--- config.mk ---
export PLATFORM = sky130hd
export DESIGN_NAME = clkpr_ctrl
export DESIGN_NICKNAME = d
export VERILOG_FILES = /design/src/hdl/clkpr_pkg.sv /design/src/hdl/clkpr_ctrl.sv
export SDC_FILE = /design/constraint.sdc
export NUM_CORES = 1
export LEC_CHECK = 0
export ABC_AREA = 1
export BUFFER_PORTS_ARGS = -buffer_cell sky130_fd_sc_hd__buf_2
export CAP_MARGIN = 20
export CELL_PAD_IN_SITES_DETAIL_PLACEMENT = 0
export CELL_PAD_IN_SITES_GLOBAL_PLACEMENT = 1
export CORE_MARGIN = 2
export CORE_UTILIZATION = 30
export DETAILED_ROUTE_END_ITERATION = 10
export GPL_TIMING_DRIVEN = 0
export PLACE_DENSITY_LB_ADDON = 0.08
export SLEW_MARGIN = 20
export SYNTH_ARGS = -nofsm -noshare
export SYNTH_HDL_FRONTEND = slang
export SYNTH_SLANG_ARGS = --single-unit
export TNS_END_PERCENT = 50
--- constraint.sdc ---
create_clock -name i_clk -period 3.25 [get_ports i_clk]
set_clock_uncertainty 0.2 [all_clocks]
set_input_delay 0.4875 -clock i_clk [delete_from_list [all_inputs] [get_ports i_clk]]
set_output_delay 0.4875 -clock i_clk [all_outputs]
set_load 0.05 [all_outputs]
--- src/hdl/clkpr_pkg.sv ---
package clkpr_pkg;

    // Store and field geometry
    localparam int PAGE_COUNT  = 4096;
    localparam int FRAME_COUNT = 64;
    localparam int PAGE_W      = $clog2(PAGE_COUNT);
    localparam int FRAME_W     = $clog2(FRAME_COUNT);
    localparam int FCNT_W      = 7;
    localparam int PS_W        = 17;
    localparam int VA_W        = 32;
    localparam int OFS_W       = 16;
    localparam int PA_W        = 22;
    localparam int CNT_W       = 32;
    localparam int DIV_CNT_W   = $clog2(VA_W);
    localparam int MAP_W       = FRAME_W + 1;

    localparam logic [PS_W-1:0]   PS_MAX   = PS_W'(65536);
    localparam logic [FCNT_W-1:0] FC_MAX   = FCNT_W'(FRAME_COUNT);
    localparam logic [CNT_W-1:0]  CNT_FULL = '1;

    // Configuration register indexes
    typedef enum logic [0:0] {
        CFG_FRAME_COUNT = 1'b0,
        CFG_PAGE_SIZE   = 1'b1
    } t_cfg_idx;

    // Controller states
    typedef enum logic [3:0] {
        ST_CLEAR,
        ST_IDLE,
        ST_DIV,
        ST_CHECK,
        ST_LOOK,
        ST_SWEEP,
        ST_OWN,
        ST_VIC,
        ST_UPD,
        ST_MUL,
        ST_DONE
    } t_state;

    // Commands from controller to datapath
    typedef struct packed {
        logic clr_step;
        logic load;
        logic count_ref;
        logic res_err;
        logic map_rd;
        logic hit_set;
        logic count_fault;
        logic take_free;
        logic wrap_hand;
        logic sweep_step;
        logic pick_victim;
        logic vic_rd;
        logic vic_inv;
        logic install;
        logic mul;
        logic res_load;
    } t_cmd;

    // Status from datapath to controller
    typedef struct packed {
        logic clr_last;
        logic div_done;
        logic range_err;
        logic map_hit;
        logic free_avail;
        logic bit_at_hand;
        logic out_busy;
    } t_sts;

endpackage

--- src/hdl/clkpr_ctrl.sv ---
module clkpr_ctrl (
    input  logic            i_clk,
    input  logic            i_rst_n,
    input  logic            i_in_valid,
    output logic            o_in_ready,
    input  clkpr_pkg::t_sts i_sts,
    output clkpr_pkg::t_cmd o_cmd
);
    import clkpr_pkg::*;

    t_state r_state;
    t_state n_state;

    always_ff @(posedge i_clk) begin
        if (!i_rst_n) begin
            r_state <= ST_CLEAR;
        end else begin
            r_state <= n_state;
        end
    end

    always_comb begin
        n_state    = r_state;
        o_cmd      = '0;
        o_in_ready = 1'b0;
        unique case (r_state)
            // Sweep the page table invalid after reset
            ST_CLEAR: begin
                o_cmd.clr_step = 1'b1;
                if (i_sts.clr_last) begin
                    n_state = ST_IDLE;
                end
            end
            ST_IDLE: begin
                o_in_ready = 1'b1;
                if (i_in_valid) begin
                    o_cmd.load = 1'b1;
                    n_state    = ST_DIV;
                end
            end
            ST_DIV: begin
                if (i_sts.div_done) begin
                    n_state = ST_CHECK;
                end
            end
            // Drop out-of-range pages, else look the page up
            ST_CHECK: begin
                if (i_sts.range_err) begin
                    o_cmd.res_err = 1'b1;
                    n_state       = ST_DONE;
                end else begin
                    o_cmd.count_ref = 1'b1;
                    o_cmd.map_rd    = 1'b1;
                    n_state         = ST_LOOK;
                end
            end
            ST_LOOK: begin
                if (i_sts.map_hit) begin
                    o_cmd.hit_set = 1'b1;
                    n_state       = ST_MUL;
                end else begin
                    o_cmd.count_fault = 1'b1;
                    if (i_sts.free_avail) begin
                        o_cmd.take_free = 1'b1;
                        n_state         = ST_UPD;
                    end else begin
                        o_cmd.wrap_hand = 1'b1;
                        n_state         = ST_SWEEP;
                    end
                end
            end
            // Clear set bits until a clear one turns up
            ST_SWEEP: begin
                if (i_sts.bit_at_hand) begin
                    o_cmd.sweep_step = 1'b1;
                end else begin
                    o_cmd.pick_victim = 1'b1;
                    n_state           = ST_OWN;
                end
            end
            ST_OWN: begin
                o_cmd.vic_rd = 1'b1;
                n_state      = ST_VIC;
            end
            ST_VIC: begin
                o_cmd.vic_inv = 1'b1;
                n_state       = ST_UPD;
            end
            ST_UPD: begin
                o_cmd.install = 1'b1;
                n_state       = ST_MUL;
            end
            ST_MUL: begin
                o_cmd.mul = 1'b1;
                n_state   = ST_DONE;
            end
            ST_DONE: begin
                if (!i_sts.out_busy) begin
                    o_cmd.res_load = 1'b1;
                    n_state        = ST_IDLE;
                end
            end
            default: begin
                n_state = ST_IDLE;
            end
        endcase
    end

endmodule

After elaboration in Yosys (flattened, before gate mapping)

Cells that the tools add are included.

Bitwise logic cells: 0
Multiply operators: 0
Shift operators: 0
Equal/unequal tests: 15
Mux-type cells: 30
Reduce and logical (&&, ||, !) cells: 2
Add/sub/neg operators: 0
Order comparisons: 0
Div/mod/pow operators: 0

Operators by type and width:

| kind                 | count |
|---|---|
| $pmux W4 S11         | 1 |
| $mux W4              | 9 |
| $mux W1              | 17 |
| $eq A4 B3 Y1 const B | 4 |
| $eq A4 B4 Y1 const B | 3 |
| $ne A2 B2 Y1 const B | 5 |
| $eq A4 B2 Y1 const B | 2 |
| $mux W3              | 2 |
| $reduce_and A5 Y1    | 1 |
| $eq A4 B1 Y1 const B | 1 |
| $logic_not A4 Y1     | 1 |
| $mux W2              | 1 |

Bits of input ports: 10
Memory bits (writable): 0
Memories kept: 0
Bits in latches: 0
Register bits after elaboration: 4
ROM bits: 0
Word-level logic and storage cells: 48
Output and inout port bits: 17

Logic depth before layout (Yosys ltp)

Word-level depth: 3
Mapped depth: 10
Gate-level depth less buffers: 9

Worst setup path before layout

No wires, ideal clock.

Path type: reg2out
Start point: register r_state[1]
End point: output port o_cmd[5] (netlist name)
Buffers on the path: 1
Arrival: 2048 ps
Required time: 2562 ps
Path slack: 515 ps
Stages on the path, launching flop included: 5
Cells stage by stage: dfxtp_1 > buf_6 > inv_6 > nand2_1 > nor4_1

RTL lines:

| what                     | line             | source |
|---|---|---|
| start: declaration       | clkpr_ctrl.sv:11 | `t_state r_state;` |
| start signal: assignment | clkpr_ctrl.sv:18 | `r_state <= n_state;` |
| end: declaration         | clkpr_ctrl.sv:7  | `output clkpr_pkg::t_cmd o_cmd` |

==> summary.txt <==
Synth
  • Primary FF master, synth: dfxtp_1
  • Yosys reg bits: 4
  • Yosys cell types: 23
  • Post-Syn Area: 520.5 sq um
  • Yosys warns: 0
  • Seq/Total Area, Yosys: 0.1538
  • Ys async rst share: 0
  • Syn Inst Count: 82
  • Number of synthesized flops with an enable pin: 0
  • Avg Inst Size Synth: 6.348 sq um
  • Syn nets: 92

Critical path
  • Setup crit end: o_cmd[7]
  • Crit-path cells: inv_2 > nor2_4 > nand2_2 > nor3_2 > buf_2
  • Crit Path Max Fanout: 5
  • Worst setup EP type: primary output
  • Crit path from: r_state[2]$_SDFFE_PN0P_
  • Buffers & Inverters on Critical Path: 2
  • Critical-path top delay cell: dfxtp_1
  • Arr. time, crit path: 1.48 ns
  • Crit Path Class: reg -> out
  • FF-to-FF End: r_state[0]$_SDFFE_PN0P_
  • Startpoint Class: flip-flop
  • R2R Setup Slk: 1.80 ns
  • CP peak stage delay: 0.45 ns
  • R2r startpoint: r_state[3]$_SDFFE_PN0P_
  • Worst Path Required: 2.56 ns
  • Reg2reg path depth: 7
  • Worst path depth: 5
  • Worst path top cell family by delay: flip-flops

STA
  • Fmax: 460.7 MHz
  • Setup tns final: 0 ns
  • # setup viols final: 0
  • Slew HR: 0.7897
  • Final worst path period need: 2.171 ns
  • RSZ-0062 raised after global routing: no
  • Worst Max-Slew Pin Slew: 0.3150 ns
  • Hold Fails Final Rpt: 0
  • Slew Limit Fails: 0
  • Fin crit share: 0.6679

Clocking
  • TritonCTS clock tree: done
  • Root Buffer: clkbuf_4
  • Post-CTS Setup Inserts: 0
  • CTS HTree Levels: 1
  • Resize count post-CTS: 0
  • CTS clock-pin slew for the worst setup and hold paths: 0.04 ns
  • Clk Latency, worst-skew pair: 0.23 ns
  • Sink Count: 4
  • Num CTS Buffers: 3
  • Hold Buf Count CTS: 0
  • Clock Path Buffers: 2

Floorplanning
  • Die ar.: 2084 sq um
  • Core Box Area: 1670 sq um
  • Die Ht: 45.66 um
  • Die width: 45.66 um
  • Initial Utilization: 0.3116
  • IO Pins: 27
  • Rows: 15

Drt
  • DRC viols: 0
  • Post-DR wirelength/cell: 9.563 um
  • Routed vias: 575
  • DR vias/cell: 4.492
  • Antenna viol nets, final: 0
  • Drt first pass iters: 4
  • Number of DRC markers in iteration 0: 8
  • Routed Wire Length: 1224 um

GRT
  • First-pass GRT wire length: 1980 um
  • Largest net degree at the start of global routing: 10
  • Total GRT Usage: 0.1298
  • Grt ovf: 0
  • Vias in the first global route: 477
  • Initial antenna violation count: 0

Layout
  • Largest regs: r_state (4)
  • Filler cells: 196
  • Layout cells sized above 1: 0.4775
  • Sequential Area: 80.08 sq um
  • Fin util: 0.4157
  • Antenna cells: 0
  • Number of flip-flops under the largest register name: 4
  • Final net count: 123
  • Area growth syn-to-layout: 33.41%
  • Top reg by flops: r_state
  • Finished Cell Area: 694.4 sq um
  • Multi-input gate area: 349.1 sq um

Placed design
  • HPWL after DPL: 1040 um
  • Area after DPL: 671.9 sq um
  • GP Congestion: 0.7641
  • Port bufs: 26

Pwr
  • Peak supply drop: 0.0003175 V
  • Cell leakage power: 0.0004141 uW
  • Power density cells: 750.3 nW/um^2

Min path
  • Min-Delay Startpoint: i_rst_n
  • HP Class: in -> reg

Outcome
  • Status: completed

Run
  • Max_cap viols: 0
==> per-layer routing <==
metal  share of wire  routed length [um]  global-route usage
met5               0                   0                   0
met4           0.013                  16             0.05294
met3           0.046                  56             0.01587
met2            0.46                 563              0.2000
met1            0.48                 588              0.1805
==> power by group <==
group          switching [uW]  internal, uW  leakage (uW)
registers                11.4          62.8     0.0000328
clock network            20.7          41.3     0.0000138
logic                     266           119      0.000367
==> worst min-delay path, stage by stage <==
cell and delay, ns:
buf_2 0.11, nand2_1 0.06, nor2_1 0.03
==> layout make-up <==
cell class,count,share of cell area
well taps,17,0.03063
flip-flops and latches,4,0.1153
multi-input cells,60,0.5027
plain buffers,3,0.04324
repair buffers,26,0.1874
inverters,15,0.08829
clock buffers,3,0.03243
==> cell usage in the layout, fill, tap and decap left out, drive strengths merged <==
| cell type | instances |
|---|---|
| buf | 29 |
| nor2 | 23 |
| nand2 | 16 |
| inv | 15 |
| nand3 | 7 |
| dfxtp | 4 |
| nor3 | 4 |
| o21ai | 4 |
| clkbuf | 3 |
| nand3b | 2 |
| nand4 | 1 |
| nor4 | 1 |
| nor3b | 1 |
| a21oi | 1 |
==> how the worst min path moves through the flow <==
stage                                         end  slack [ns]  cells past startpoint
final                     r_state[1]$_SDFFE_PN0P_        0.30                      3
after global routing      r_state[1]$_SDFFE_PN0P_        0.30                      3
after CTS                 r_state[1]$_SDFFE_PN0P_        0.29                      3
after detailed placement  r_state[1]$_SDFFE_PN0P_        0.42                      3
after global placement    r_state[0]$_SDFFE_PN0P_        0.42                      3
after floorplan           r_state[0]$_SDFFE_PN0P_        0.39                      3
==> stage by stage <==
step / std cells / total power (uW) / hold WS, ns / setup slack [ns]
3_5_place_dp: 125 / 465.7 / 0.4188 / 1.306
3_3_place_gp: 125 / 466.7 / 0.4205 / 1.275
5_1_grt: 128 / 567.2 / 0.2975 / 0.9481
2_1_floorplan: 82 / 396.4 / 0.3945 / 0.5148
6_report: 128 / 521.0 / 0.2976 / 1.079
4_1_cts: 128 / 530.9 / 0.2944 / 1.043
==> kinds of logic after synthesis <==
family / after synthesis / share of synthesized area
AOI/OAI and AO/OA: 5 / 0.04805
buffers and inverters: 18 / 0.1755
DFF: 4 / 0.1539
and+or+nand+nor: 55 / 0.6226
==> synthesized netlist by cell type (2+ instances only) <==
cell      count  area, sq um
nand2_2       2        12.51
dfxtp_1       4        80.08
nand3_1       4        20.02
nand3_2       3        30.03
nand2_1      12        45.04
nand2_4       2        22.52
nor3_1        3        15.01
inv_1        11        41.29
buf_6         2        22.52
nor2_1       14        52.55
nand3b_1      2        15.01
nor2_2        4        25.02
o21ai_1       3        15.01
inv_2         3        11.26
nor2_4        5        56.30
No activity file was read; power rests on OpenSTA's default activity.
